`config.mk`:
```
export PLATFORM = sky130hd
export DESIGN_NAME = binary_to_decimal_ascii_flat
export DESIGN_NICKNAME = d
export VERILOG_FILES = /design/src/design/bda_pkg.sv /design/src/design/bda_if.sv /design/src/design/binary_to_decimal_ascii.sv /design/src/flat_wrapper.sv
export SDC_FILE = /design/constraint.sdc
export NUM_CORES = 1
export LEC_CHECK = 0
export ABC_CLOCK_PERIOD_IN_PS = 10000
export BUFFER_PORTS_ARGS = -buffer_cell sky130_fd_sc_hd__buf_2
export CORE_AREA = 4 4 261 263
export DETAILED_ROUTE_END_ITERATION = 6
export DIE_AREA = 0 0 265 267
export PLACE_DENSITY = 0.62
export SYNTH_ARGS = -nofsm -noshare
export SYNTH_HDL_FRONTEND = slang
export SYNTH_SLANG_ARGS = --single-unit
export TNS_END_PERCENT = 50
```
`constraint.sdc`:
```
create_clock -name clk -period 10 [get_ports clk]
set_clock_uncertainty 0.05 [all_clocks]
set_input_delay 0.5 -clock clk [delete_from_list [all_inputs] [get_ports clk]]
set_output_delay 0.5 -clock clk [all_outputs]
set_load 0.02 [all_outputs]
```
`src/design/bda_pkg.sv`:
```
// Shared constants, types and the shift-and-add-3 step for the decimal converter.
`default_nettype none
package bda_pkg;

	localparam int VALUE_W        = 32;
	localparam int DIGIT_COUNT    = 10;
	localparam int BITS_PER_STAGE = 4;
	localparam int NUM_STAGES     = VALUE_W / BITS_PER_STAGE;
	localparam int DIDX_W         = $clog2(DIGIT_COUNT);
	localparam logic [5:0] ASCII_ZERO = 6'd48;

	typedef logic [DIGIT_COUNT-1:0][3:0] bcd_t;

	// Run BITS_PER_STAGE double-dabble iterations, feeding bits MSB first.
	function automatic bcd_t dabble_stage(input bcd_t bcd_in,
			input logic [BITS_PER_STAGE-1:0] bits);
		logic [4*DIGIT_COUNT-1:0] flat;
		bcd_t b;
		b = bcd_in;
		for (int i = 0; i < BITS_PER_STAGE; i++) begin
			for (int d = 0; d < DIGIT_COUNT; d++) begin
				if (b[d] >= 4'd5) begin
					b[d] = b[d] + 4'd3;
				end
			end
			flat = b;
			flat = {flat[4*DIGIT_COUNT-2:0], bits[BITS_PER_STAGE-1-i]};
			b = flat;
		end
		return b;
	endfunction

endpackage
`default_nettype wire

```
`src/design/bda_if.sv`:
```
// Valid/ready channel interfaces for the input values and the digit characters.
`default_nettype none
interface bda_in_if import bda_pkg::*; ();
	logic               valid;
	logic               ready;
	logic [VALUE_W-1:0] value;
	logic               keep_leading_zeros;

	modport source (output valid, output value, output keep_leading_zeros, input ready);
	modport sink   (input valid, input value, input keep_leading_zeros, output ready);
endinterface

interface bda_out_if;
	logic       valid;
	logic       ready;
	logic [5:0] digit_char;
	logic       last_digit;

	modport source (output valid, output digit_char, output last_digit, input ready);
	modport sink   (input valid, input digit_char, input last_digit, output ready);
endinterface
`default_nettype wire

```
`src/design/binary_to_decimal_ascii.sv`:
```
// Binary to decimal ASCII converter: pipelined double dabble and a digit emitter.
//
// din carries one 32-bit unsigned value and a keep_leading_zeros flag per
// transaction. dout carries one ASCII digit ('0' to '9') per transaction,
// most significant first; last_digit marks the units digit that ends a run.
// With keep_leading_zeros set all ten digits go out; otherwise leading zeros
// are dropped and a zero value gives a single '0'.
// The value passes through 8 conversion stages of 4 shift-and-add-3 steps
// each, then loads the emitter register that drives dout. The emitter sends
// one digit per cycle while dout is ready, 1 to 10 digits per value; the
// next value loads in the cycle its predecessor's last digit is taken, so
// dout stays busy back to back. Up to 8 further values wait in the stages.
// When dout stalls, the emitter holds its digit; the stages keep advancing
// until a converted value reaches the last stage, then all stages hold and
// din ready falls. Reset clears all valid bits; no data is lost or repeated
// across a stall.
`default_nettype none
module binary_to_decimal_ascii import bda_pkg::*; (
	input  wire        clk,
	input  wire        arst_n,
	bda_in_if.sink     din,
	bda_out_if.source  dout
);

	logic [NUM_STAGES-1:0] vld_s;
	logic                  keep_s [NUM_STAGES];
	bcd_t                  bcd_s  [NUM_STAGES];
	logic [VALUE_W-1:0]    bin_s  [NUM_STAGES];

	logic              busy_q;
	bcd_t              dig_q;
	logic [DIDX_W-1:0] pos_q;

	logic              out_take;
	logic              emit_done;
	logic              load;
	logic              adv;
	logic [DIDX_W-1:0] start_idx;
	bcd_t              last_bcd;

	assign out_take  = busy_q && dout.ready;
	assign emit_done = out_take && (pos_q == '0);
	assign load      = vld_s[NUM_STAGES-1] && (!busy_q || emit_done);
	assign adv       = !vld_s[NUM_STAGES-1] || load;
	assign din.ready = adv;

	assign last_bcd = bcd_s[NUM_STAGES-1];

	// Highest nonzero digit, or the units digit for zero; the top digit with keep_leading_zeros.
	always_comb begin
		start_idx = '0;
		for (int d = 1; d < DIGIT_COUNT; d++) begin
			if (last_bcd[d] != 4'd0) begin
				start_idx = DIDX_W'(d);
			end
		end
		if (keep_s[NUM_STAGES-1]) begin
			start_idx = DIDX_W'(DIGIT_COUNT - 1);
		end
	end

	always_ff @(posedge clk or negedge arst_n) begin
		if (!arst_n) begin
			vld_s <= '0;
		end else if (adv) begin
			vld_s <= {vld_s[NUM_STAGES-2:0], din.valid};
		end
	end

	always_ff @(posedge clk) begin
		if (adv) begin
			bcd_s[0]  <= dabble_stage('0, din.value[VALUE_W-1 -: BITS_PER_STAGE]);
			bin_s[0]  <= din.value << BITS_PER_STAGE;
			keep_s[0] <= din.keep_leading_zeros;
			for (int k = 1; k < NUM_STAGES; k++) begin
				bcd_s[k]  <= dabble_stage(bcd_s[k-1],
					bin_s[k-1][VALUE_W-1 -: BITS_PER_STAGE]);
				bin_s[k]  <= bin_s[k-1] << BITS_PER_STAGE;
				keep_s[k] <= keep_s[k-1];
			end
		end
	end

	always_ff @(posedge clk or negedge arst_n) begin
		if (!arst_n) begin
			busy_q <= 1'b0;
			pos_q  <= '0;
		end else if (load) begin
			busy_q <= 1'b1;
			pos_q  <= start_idx;
		end else if (emit_done) begin
			busy_q <= 1'b0;
		end else if (out_take) begin
			pos_q <= pos_q - 1'b1;
		end
	end

	always_ff @(posedge clk) begin
		if (load) begin
			dig_q <= last_bcd;
		end
	end

	assign dout.valid      = busy_q;
	assign dout.digit_char = ASCII_ZERO + {2'b00, dig_q[pos_q]};
	assign dout.last_digit = (pos_q == '0);

endmodule
`default_nettype wire
```
`src/flat_wrapper.sv`:
```
// flat-port wrapper written by rule: the top's interface ports become plain ports
module binary_to_decimal_ascii_flat import bda_pkg::*;
  (clk, arst_n, din_valid, din_value, din_keep_leading_zeros, din_ready, dout_valid, dout_digit_char, dout_last_digit, dout_ready);
  bda_in_if din_i ();
  bda_out_if dout_i ();
  input  wire clk;
  input  wire arst_n;
  input wire logic [$bits(din_i.valid)-1:0] din_valid;
  input wire logic [$bits(din_i.value)-1:0] din_value;
  input wire logic [$bits(din_i.keep_leading_zeros)-1:0] din_keep_leading_zeros;
  output wire logic [$bits(din_i.ready)-1:0] din_ready;
  output wire logic [$bits(dout_i.valid)-1:0] dout_valid;
  output wire logic [$bits(dout_i.digit_char)-1:0] dout_digit_char;
  output wire logic [$bits(dout_i.last_digit)-1:0] dout_last_digit;
  input wire logic [$bits(dout_i.ready)-1:0] dout_ready;
  assign din_i.valid = din_valid;
  assign din_i.value = din_value;
  assign din_i.keep_leading_zeros = din_keep_leading_zeros;
  assign din_ready = din_i.ready;
  assign dout_valid = dout_i.valid;
  assign dout_digit_char = dout_i.digit_char;
  assign dout_last_digit = dout_i.last_digit;
  assign dout_i.ready = dout_ready;
  binary_to_decimal_ascii u_core (.clk(clk), .arst_n(arst_n), .din(din_i), .dout(dout_i));
endmodule
```
# Word-level counts from Yosys, hierarchy flattened
# Memories as Yosys holds them, arrays and structs flattened.
# Index checks and enable logic that the tools add are counted.
# totals
mem_bits_rw	552
n_memories	3
out_inout_bits	9
register_bits	53
inputBits	37
wordCells	1183
# memory_table
memory	words	word_bits	rd	rd_clocked_by_memory_dff	wr	line_no	source
u_core.bcd_s	8	40	8	0	8	binary_to_decimal_ascii.sv:27	bcd_t bcd_s [NUM_STAGES];
u_core.bin_s	8	28	7	0	8	binary_to_decimal_ascii.sv:28	logic [VALUE_W-1:0] bin_s [NUM_STAGES];
u_core.keep_s	8	1	8	0	8	binary_to_decimal_ascii.sv:26	logic keep_s [NUM_STAGES];
# classes
magnitude_cmp	282
muxes	581
n_eq_ne	1
n_addsub	283
n_reduce_logical	20
# ops
op	n
two-way mux 4 bit	519
>= comparator 4 x 3 -> 1 bit (second input constant)	280
adder 4 x 2 -> 4 bit (second input constant)	252
two-way mux 3 bit	56
adder 3 x 2 -> 3 bit (second input constant)	28
nonzero test 4 bit	9
binary-select mux 4 bit (select 4 bit)	1
adder 5 x 5 -> 6 bit (first input constant)	1
less-than comparator 4 x 5 -> 1 bit (second input constant)	1
two-way mux 1 bit	5
adder 3 x 2 -> 4 bit (second input constant)	1
logical NOT 4 bit	1
nonzero test 2 bit	2
subtractor 4 x 1 -> 4 bit (second input constant)	1
>= comparator 3 bit (second input constant)	1
logical AND 1 bit	3
logical NOT 1 bit	2
logical OR 1 bit	2
inequality test 2 bit (second input constant)	1
AND reduction 2 bit	1

# Depth between registers and ports, before layout
# Gate-level depths: netlist (run 1).
# logic_depth
word_depth	15
depth_mapped	20
mapped_depth_nobuf	20

# Worst setup path before layout (run 1)
# OpenSTA, ideal clock, no wires.
# synth_path
path_kind	register to register
from	register u_core.pos_q[0]
to	register u_core.vld_s[0]
synth_period_minus_slack_ns	9.901
arrival_time_ns	9.750
required_time_ns	9.849
path_stages_with_launch	9
n_path_buf	2
setup_slack_ns	0.099
cell_sequence	dfrtp_1 -> clkbuf_1 -> buf_1 -> inv_1 -> ha_1 -> nor3b_1 -> a21oi_1 -> nand2_1 -> mux2_2
# synth_between
elab_chain_cells	5
# synth_rtl
element	line_no	source
from (decl)	binary_to_decimal_ascii.sv:32	logic [DIDX_W-1:0] pos_q;
from (signal assigned)	binary_to_decimal_ascii.sv:90	pos_q <= start_idx;
from (signal assigned)	binary_to_decimal_ascii.sv:94	pos_q <= pos_q - 1'b1;
logical NOT 4 bit	-	
net dout_last_digit	flat_wrapper.sv:14	output wire logic [$bits(dout_i.last_digit)-1:0] dout_last_digit;
logical AND 1 bit	binary_to_decimal_ascii.sv:42	assign emit_done = out_take && (pos_q == '0);
logical OR 1 bit	binary_to_decimal_ascii.sv:43	assign load = vld_s[NUM_STAGES-1] && (!busy_q || emit_done);
logical AND 1 bit	binary_to_decimal_ascii.sv:43	
logical OR 1 bit	binary_to_decimal_ascii.sv:44	assign adv = !vld_s[NUM_STAGES-1] || load;
net din_ready	flat_wrapper.sv:11	output wire logic [$bits(din_i.ready)-1:0] din_ready;
to (signal assigned)	binary_to_decimal_ascii.sv:66	vld_s <= {vld_s[NUM_STAGES-2:0], din.valid};
to (decl)	binary_to_decimal_ascii.sv:25	logic [NUM_STAGES-1:0] vld_s;
# The timed path passes the listed nets, and every way through them passes these cells.
# A chain may end at the register's enable or synchronous reset.

# Worst setup path in the final report (run 1)
# layout_path
from	register u_core.pos_q[0]
to	output port din_ready
# layout_between
elab_chain_cells	5
# layout_rtl
element	line_no
logical NOT 4 bit	binary_to_decimal_ascii.sv:42
logical AND 1 bit	binary_to_decimal_ascii.sv:42
logical OR 1 bit	binary_to_decimal_ascii.sv:43
logical AND 1 bit	binary_to_decimal_ascii.sv:43
logical OR 1 bit	binary_to_decimal_ascii.sv:44
to (decl)	flat_wrapper.sv:11
# Every way passes these cells.

==> results of run 1 <==
## cells in the final DEF (no fill, tap or decap), types with 13 or more instances in the layout
cell	netlist	final
nand3b_1	16	16
o221ai_1	13	13
o32a_1	13	13
and3_1	14	14
nand3_1	40	40
a221oi_1	14	14
o211ai_1	30	30
o21bai_1	27	27
a211oi_1	67	67
nand2b_1	96	96
or2_2	28	28
o21a_1	48	48
a22oi_1	20	20
edfxtp_1	345	345
o21ai_1	90	90
dfrtp_1	13	13
nand2_1	276	275
o31ai_1	18	18
clkbuf_16	0	43
a21o_1	40	40
xnor2_2	20	20
nor3_1	50	50
nor2b_1	34	34
mux2_2	47	47
buf_2	9	43
xnor2_1	82	82
inv_1	193	193
ha_1	151	151
mux2i_1	92	92
o21ai_0	227	227
o22ai_1	38	38
a21oi_1	205	205
nor2_1	249	249
a31oi_1	48	48
and2_1	19	19
xor2_1	31	31
or3_1	35	35
a21boi_0	13	13
nor3b_1	22	22
a21oi_2	19	19
## critical path, stage by stage (launching register included)
cell and delay [ps]:
dfrtp_1 660, inv_1 150, ha_1 200, nor3b_1 440
a21oi_1 270, nand2_4 590, buf_4 660, buf_2 280
## metrics by stage
step	worst slack, ps	utilization (%)	hold WS [ps]
6_report	5530	47.3	50.3
3_3_place_gp	5780	45.2	348
5_1_grt	5160	47.3	4.81
4_1_cts	5450	47.3	4.33
2_1_floorplan	99.3	-	154
3_5_place_dp	5620	45.2	355
## worst max path at each step
| stage | to | cells past startpoint |
|---|---|---|
| 2_1_floorplan | u_core.vld_s[0] | 8 |
| 3_3_place_gp | u_core.bcd_s[0][44] | 7 |
| 3_5_place_dp | u_core.bcd_s[0][44] | 7 |
| 4_1_cts | din_ready | 7 |
| 5_1_grt | din_ready | 7 |
| 6_report | din_ready | 7 |
## routing by layer
metal	up-vias	routed length [microns]	GRT usage (%)
met5	-	0	0
li1	11600	-	-
met4	0	988	3.61
met3	77	1840	2.18
met2	330	27200	28.0
met1	10700	24200	18.0
## kinds of logic after synthesis
group	count (synthesis)	synth area share [%]
AND/OR/NAND/NOR	925	15.7
AO/OA/AOI/OAI	1091	25.7
buffers and inverters	288	3.93
other	1	0.0131
multiplexers	156	6.15
flip-flops	358	37.3
adder cells (fa/ha/maj)	152	6.63
XOR/XNOR	135	4.70
## final cells by class
cell class / instances / area (sq um) / share of cell area (%)
Multi-Input combinational cell: 2461 / 16900 / 54.3
Sequential cell: 358 / 10700 / 34.4
Clock buffer: 49 / 1100 / 3.54
Tap cell: 864 / 1080 / 3.48
Inverter: 203 / 762 / 2.45
Timing Repair Buffer: 50 / 283 / 0.910
Clock inverter: 25 / 273 / 0.878
## flip-flops by register name, indices dropped and copies added, names as in the netlist
| register | count |
|---|---|
| u_core.pos_q | 4 |
| u_core.bcd_s | 185 |
| u_core.vld_s | 8 |
| u_core.dig_q | 40 |
| u_core.bin_s | 112 |
| u_core.dout.valid | 1 |
| u_core.keep_s | 8 |
## what timing repair did
action                    in CTS  in global routing
resized for setup              0                  0
hold buffers                   1                  0
hold endpoints to repair      13                  0
==> results.sh, run 1 <==
export IMPL_worst_path_max_fanout=58
export IMPL_synth_flop_cell="edfxtp_1"
export IMPL_io_buffers=43
export IMPL_synth_edf_count=345
export IMPL_ys_types=116
export IMPL_synthToLayoutAreaGrowth_pct=8.30
export IMPL_synth_cells_most_frequent="edfxtp_1, nand2_1, nor2_1, o21ai_0, a21oi_1"
export IMPL_row_count=94
export IMPL_fin_cells=4010
export IMPL_pin_count=46
export IMPL_clockBufferDepth=3
export IMPL_ant_nets=0
export IMPL_reg2reg_slack_ps=5710
export IMPL_cp_start_kind="register"
export IMPL_cap_viol_max_count=0
export IMPL_viasPerCell=5.68
export IMPL_yosysMostFrequentCell="edfxtp_1"
export IMPL_gp_congestion=0.812
export IMPL_via_count=22800
export IMPL_synthCells=3106
export IMPL_fillerInstances=6078
export IMPL_antenna_found_initial=0
export IMPL_drv_slew=0
export IMPL_synth_top_cell_area_share_pct=36.1
export IMPL_routed_wl_microns=54200
export IMPL_cts_tree="built"
export IMPL_reg2reg_to="u_core.bcd_s[0][3]"
export IMPL_setup_tns_final_ps=0
export IMPL_r2r_start="u_core.pos_q[0]"
export IMPL_worst_pin_slew_ps=1100
export IMPL_crit_start="u_core.pos_q[0]"
export IMPL_grt_max_degree=138
export IMPL_clk_pin_slew_ps=60
export IMPL_htreeDepth=2
export IMPL_synth_seq_cells=358
export IMPL_synthTopCellsByArea="edfxtp_1, ha_1, o21ai_0, nand2_1, a21oi_1"
export IMPL_arrival_ps=3920
export IMPL_setup_viol=0
export IMPL_reg2regPathDepth=7
export IMPL_die_h_microns=267
export IMPL_max_freq_mhz=223
export IMPL_synth_seq_area_share_pct=37.3
export IMPL_path_class="register to output pin"
export IMPL_holdPathEnd="u_core.bin_s[0][11]"
export IMPL_hold_class="primary input to register"
export IMPL_async_reset_ff_share_pct=3.63
export IMPL_grt_total_usage_pct=14.9
export IMPL_grt_pass1_vias=21900
export IMPL_nets=3305
export IMPL_required_ps=9450
export IMPL_drt_iter0_markers=1325
export IMPL_relSlewSlack_pct=26.3
export IMPL_yosys_area_top_type="edfxtp_1"
export IMPL_die_width_microns=265
export IMPL_post_route_min_period_ps=4470
export IMPL_cts_sinks=358
export IMPL_core_region_area_sq_um=65600
export IMPL_avgSynthCellArea_sq_um=9.23
export IMPL_clockRootBuffer="clkbuf_16"
export IMPL_end_kind="output pin"
export IMPL_drt_first_pass_iters=7
export IMPL_run_status="finished, final reports clean"
export IMPL_wl_per_cell_microns=13.5
export IMPL_initial_utilization_pct=43.7
export IMPL_drc=0
export IMPL_place_inst=3935
export IMPL_antenna_cells=0
export IMPL_drive_above_1_share_pct=10.6
export IMPL_min_delay_start="din_value[11]"
export IMPL_dpl_cell_area_sq_um=29700
export IMPL_whs_path_depth=1
export IMPL_clkLatencyLatePin_ps=570
export IMPL_rsz0062_at_grt="false"
export IMPL_syn_cell_area_sq_um=28700
export IMPL_synth_warnings=0
export IMPL_hold_violations=0
export IMPL_dieArea_sq_um=70800
export IMPL_grt_pass1_wl_microns=94600
export IMPL_design_area_sq_um=31100
export IMPL_grt_overflow=0
export IMPL_cts_setup_buffers=0
export IMPL_cts_buffers=43
export IMPL_dp_hpwl_microns=39100
export IMPL_fin_crit_sh_pct=44.7
Power of run 1 is left out: the tool's default activity adds up to more than one toggle a clock period on the data nets, which glitch-free logic cannot reach.
==> run 2: changes to the inputs <==
ABC_CLOCK_PERIOD_IN_PS = 4100   (was 10000)
PLACE_DENSITY = 0.64   (was 0.62)
clock period = 4.1 ns   (was 10 ns; I/O delays follow)
==> run 2 against run 1 <==
Setup slack worse by 5200 ps; register-to-register slack worse by 5400 ps; utilization up 0.98 points; final cell count up 1.7%; largest cell class unchanged; highest routed layer unchanged.
==> results.sh, run 2 (synthesized netlist as in run 1, its figures left out) <==
export IMPL_clkLatencyLatePin_ps=560
export IMPL_post_route_min_period_ps=3820
export IMPL_worstSetupEndpoint="u_core.bcd_s[1][61]"
export IMPL_arrival_ps=4050
export IMPL_clockBufferDepth=3
export IMPL_cts_buffers=43
export IMPL_die_h_microns=267
export IMPL_grt_pass1_vias=19800
export IMPL_drive_above_1_share_pct=11.6
export IMPL_antenna_found_initial=0
export IMPL_reg2reg_slack_ps=280
export IMPL_place_inst=3962
export IMPL_grt_overflow=0
export IMPL_crit_start="u_core.bcd_s[1][16]"
export IMPL_cp_start_kind="register"
export IMPL_hold_class="primary input to register"
export IMPL_setup_viol=0
export IMPL_worst_pin_slew_ps=820
export IMPL_wl_per_cell_microns=12.1
export IMPL_routed_wl_microns=49300
export IMPL_dieArea_sq_um=70800
export IMPL_drc=0
export IMPL_cts_tree="built"
export IMPL_clockRootBuffer="clkbuf_16"
export IMPL_core_region_area_sq_um=65600
export IMPL_path_class="register to register"
export IMPL_synthToLayoutAreaGrowth_pct=10.5
export IMPL_final_common_cell="edfxtp_1"
export IMPL_dp_hpwl_microns=34500
export IMPL_grt_max_degree=116
export IMPL_htreeDepth=2
export IMPL_regMostFlops="u_core.bcd_s"
export IMPL_grt_total_usage_pct=13.6
export IMPL_multi_input_area_sq_um=17000
export IMPL_reg2regPathDepth=17
export IMPL_worst_hold_slack_ps=54.3
export IMPL_largest_register_ffs=185
export IMPL_nets=3370
export IMPL_initial_utilization_pct=43.7
export IMPL_cts_sinks=358
export IMPL_fin_crit_sh_pct=93.1
export IMPL_ant_nets=0
export IMPL_max_freq_mhz=262
export IMPL_drt_first_pass_iters=5
export IMPL_register_area_sq_um=10700
export IMPL_antenna_cells=0
export IMPL_reg2reg_to="u_core.bcd_s[1][61]"
export IMPL_fin_cells=4078
export IMPL_row_count=94
export IMPL_via_count=22100
export IMPL_clk_pin_slew_ps=60
export IMPL_fillerInstances=6127
export IMPL_drt_iter0_markers=920
export IMPL_top_regs="u_core.bcd_s x185, u_core.bin_s x112, u_core.dig_q x40"
export IMPL_relSlewSlack_pct=45.3
export IMPL_viasPerCell=5.42
export IMPL_end_kind="register"
export IMPL_run_status="finished, final reports clean"
export IMPL_worst_path_max_fanout=5
export IMPL_pin_count=46
export IMPL_required_ps=4330
export IMPL_cap_viol_max_count=0
export IMPL_grt_pass1_wl_microns=87100
export IMPL_drv_slew=0
export IMPL_hold_violations=0
export IMPL_r2r_start="u_core.bcd_s[1][16]"
export IMPL_io_buffers=43
export IMPL_final_cell_mix="edfxtp_1, nand2_1, nor2_1, o21ai_0, a21oi_1"
export IMPL_die_width_microns=265
export IMPL_gp_congestion=0.814
run 2: routing by layer:
| layer | up-vias | global-route usage [%] | share of wire, % |
|---|---|---|---|
| met5 | - | 0 | 0 |
| met4 | 0 | 3.18 | 1.8 |
| met3 | 54 | 1.91 | 3.2 |
| met2 | 250 | 23.1 | 46 |
| met1 | 10000 | 18.5 | 49 |
| li1 | 11800 | - | - |
run 2: worst min path at each step:
stage	start	to	slack [ps]	cells past startpoint
global placement	arst_n	u_core.pos_q[2]	60	1
CTS	din_value[29]	u_core.bcd_s[0][2]	20	3
finish	din_value[29]	u_core.bcd_s[0][2]	50	3
floorplan	arst_n	u_core.dout.valid	-140	0
global route	din_value[29]	u_core.bcd_s[0][1]	60	3
detailed placement	arst_n	u_core.pos_q[2]	60	1
run 2: worst max-delay path, stage by stage (launching register included):
cell and delay (ps):
edfxtp_1 410, inv_1 60, ha_1 250, and2b_1 200, or3_1 360, and2_1 200, inv_1 100, ha_1 190
inv_1 50, a21o_1 160, a31oi_1 180, inv_1 80, ha_2 220, nor4b_2 270, a221oi_1 70, o32a_1 430
a21boi_0 190, o21ai_0 90
run 2: per-stage QoR:
step | setup WS, ps | area [sq um] | utilization (%) | setup TNS (ps)
2_1_floorplan | 149 | 28700 | - | 0
3_3_place_gp | 294 | 29900 | 45.6 | 0
3_5_place_dp | 205 | 29900 | 45.6 | 0
4_1_cts | 168 | 31600 | 48.2 | 0
5_1_grt | -14.0 | 31700 | 48.3 | -14.0
6_report | 283 | 31700 | 48.3 | 0
run 2: area by class of cell:
cell class	count	share of cell area, %
well taps	864	3.41
multi-input cells	2461	53.5
repair buffers	115	2.79
clock inverters	26	0.604
flip-flops and latches	358	33.7
clock buffers	51	3.62
inverters	203	2.40
run 2: timing repair:
item	4_1_cts	5_1_grt
endpoints found under the hold margin	48	0
setup endpoints to repair	0	13
gates resized for setup	0	12
buffers inserted	0	3
hold buffers	36	0
Power of run 2 is left out for the same reason.
==> run 3: changes to the inputs <==
CORE_AREA = 2 2 271 273   (was 4 4 261 263)
DIE_AREA = 0 0 273 275   (was 0 0 265 267)
PLACE_DENSITY = 0.6   (was 0.64)
SLEW_MARGIN = 15   (was unset)
==> run 3 against run 2 <==
Final cell count rose by 2.6%; first-iteration DRC count rose by 21%; die area rose by 6.1%; utilization fell by 3.9 points; register-to-register slack got worse by 40 ps; largest cell class unchanged.
==> results.sh, run 3 (synthesized netlist as in run 1, its figures left out) <==
export IMPL_run_status="finished, final reports clean"
export IMPL_grt_max_degree=60
export IMPL_htreeDepth=2
export IMPL_setup_viol=0
export IMPL_grt_total_usage_pct=13.0
export IMPL_initial_utilization_pct=39.6
export IMPL_grt_overflow=0
export IMPL_fin_util_pct=44.4
export IMPL_cts_sinks=358
export IMPL_drt_first_pass_iters=5
export IMPL_arrival_ps=4100
export IMPL_cts_buffers=45
export IMPL_io_buffers=43
export IMPL_routed_wl_microns=49500
export IMPL_final_common_cell="edfxtp_1"
export IMPL_pin_count=46
export IMPL_synthToLayoutAreaGrowth_pct=12.0
export IMPL_ant_nets=0
export IMPL_fin_crit_sh_pct=94.2
export IMPL_row_count=99
export IMPL_via_count=22100
export IMPL_grt_pass1_wl_microns=87000
export IMPL_top_regs="u_core.bcd_s x185, u_core.bin_s x112, u_core.dig_q x40"
export IMPL_gp_congestion=0.795
export IMPL_register_area_sq_um=10700
export IMPL_grt_pass1_vias=20000
export IMPL_antenna_found_initial=0
export IMPL_antenna_cells=0
export IMPL_die_h_microns=275
export IMPL_drc=0
export IMPL_drt_iter0_markers=1110
export IMPL_clockBufferDepth=3
export IMPL_clk_pin_slew_ps=60
export IMPL_worst_hold_slack_ps=80.4
export IMPL_drive_above_1_share_pct=12.2
export IMPL_regMostFlops="u_core.bcd_s"
export IMPL_cp_start_kind="register"
export IMPL_relSlewSlack_pct=46.5
export IMPL_post_route_min_period_ps=3860
export IMPL_worst_pin_slew_ps=803
export IMPL_dp_hpwl_microns=35300
export IMPL_clockRootBuffer="clkbuf_16"
export IMPL_crit_top_cell="inv_1"
export IMPL_required_ps=4340
export IMPL_hold_violations=0
export IMPL_worst_path_max_fanout=5
export IMPL_hold_class="primary input to register"
export IMPL_dieArea_sq_um=75100
export IMPL_final_cell_mix="edfxtp_1, nand2_1, nor2_1, o21ai_0, a21oi_1"
export IMPL_die_width_microns=273
export IMPL_cts_tree="built"
export IMPL_clkLatencyLatePin_ps=570
export IMPL_end_kind="register"
export IMPL_largest_register_ffs=185
export IMPL_setup_tns_final_ps=0
export IMPL_max_freq_mhz=259
export IMPL_viasPerCell=5.28
export IMPL_cap_viol_max_count=0
export IMPL_critPathSlowestCell="edfxtp_1"
export IMPL_path_class="register to register"
export IMPL_wl_per_cell_microns=11.8
export IMPL_path_cells="inv_1 > ha_1 > and2b_1 > or3_1 > and2_1 > inv_1 > ha_1 > inv_1 > a21o_1 > a31oi_1 > inv_1 > ha_1 > nor4b_2 > a221oi_1 > o32a_1 > a21boi_0 > o21ai_0"
export IMPL_max_stage_delay_ps=420
export IMPL_nets=3376
export IMPL_multi_input_area_sq_um=17000
export IMPL_fillerInstances=7059
export IMPL_drv_slew=0
export IMPL_core_region_area_sq_um=72300
## run 3: cell count changes in the layout (fill, tap and decap cells not counted), sizes merged
| cell | previous run | this run |
|---|---|---|
| clkinvlp | 4 | 5 |
| bufinv | 2 | 8 |
| clkbuf | 51 | 52 |
| inv | 203 | 207 |
| dlygate4sd3 | 36 | 37 |
| buf | 79 | 82 |
| clkinv | 20 | 15 |
## run 3: worst max-delay path: cells and delay by family, from the launching register on
family,cells,cell delay (ps)
compound gates,6,1100
fa+ha+maj,3,670
flops,1,420
simple gates,4,1050
buf+inv,4,290
## run 3: per-stage QoR
step                      setup WS [ps]  area, sq um  instances
after floorplan                     149        28700       3107
after global placement              289        30100       4062
after global routing              -21.9        32100       4184
after detailed placement            190        30100       4062
after CTS                           163        32100       4183
final                               238        32100       4184
## run 3: path summary, 6_finish.rpt
path | start | endpoint | slack, ps | depth (start not counted)
setup / recovery | u_core.bcd_s[1][16] | u_core.bcd_s[1][61] | 240 | 17
hold / removal | dout_ready | u_core.pos_q[1] | 80 | 6
max in group asynchronous | arst_n | u_core.vld_s[0] | 2960 | 3
min in group asynchronous | arst_n | u_core.pos_q[3] | 660 | 3
hold reg to reg | u_core.bin_s[0][78] | u_core.bin_s[0][110] | 360 | 0
setup reg to reg | u_core.bcd_s[1][16] | u_core.bcd_s[1][61] | 240 | 17
## run 3: repair_timing
item                                    4_1_cts  5_1_grt
endpoints found under the setup margin        0       10
gates resized for setup                       0       11
hold endpoints to repair                     48        0
setup buffers                                 0        1
hold buffers                                 37        0
## run 3: routing by layer
metal,global-route usage (%),share of wire (%)
met5,0,0
met4,3.36,1.9
met3,1.78,2.6
met2,22.3,46
met1,17.3,50
## run 3: cell type report
| class | count | area share, % |
|---|---|---|
| multi-input combinational | 2461 | 52.8 |
| sequential | 358 | 33.3 |
| clock buffer | 52 | 3.75 |
| tap | 959 | 3.74 |
| timing repair buffer | 119 | 2.85 |
| inverter | 203 | 2.37 |
| clock inverter | 32 | 1.25 |
Power of run 3 is left out for the same reason.
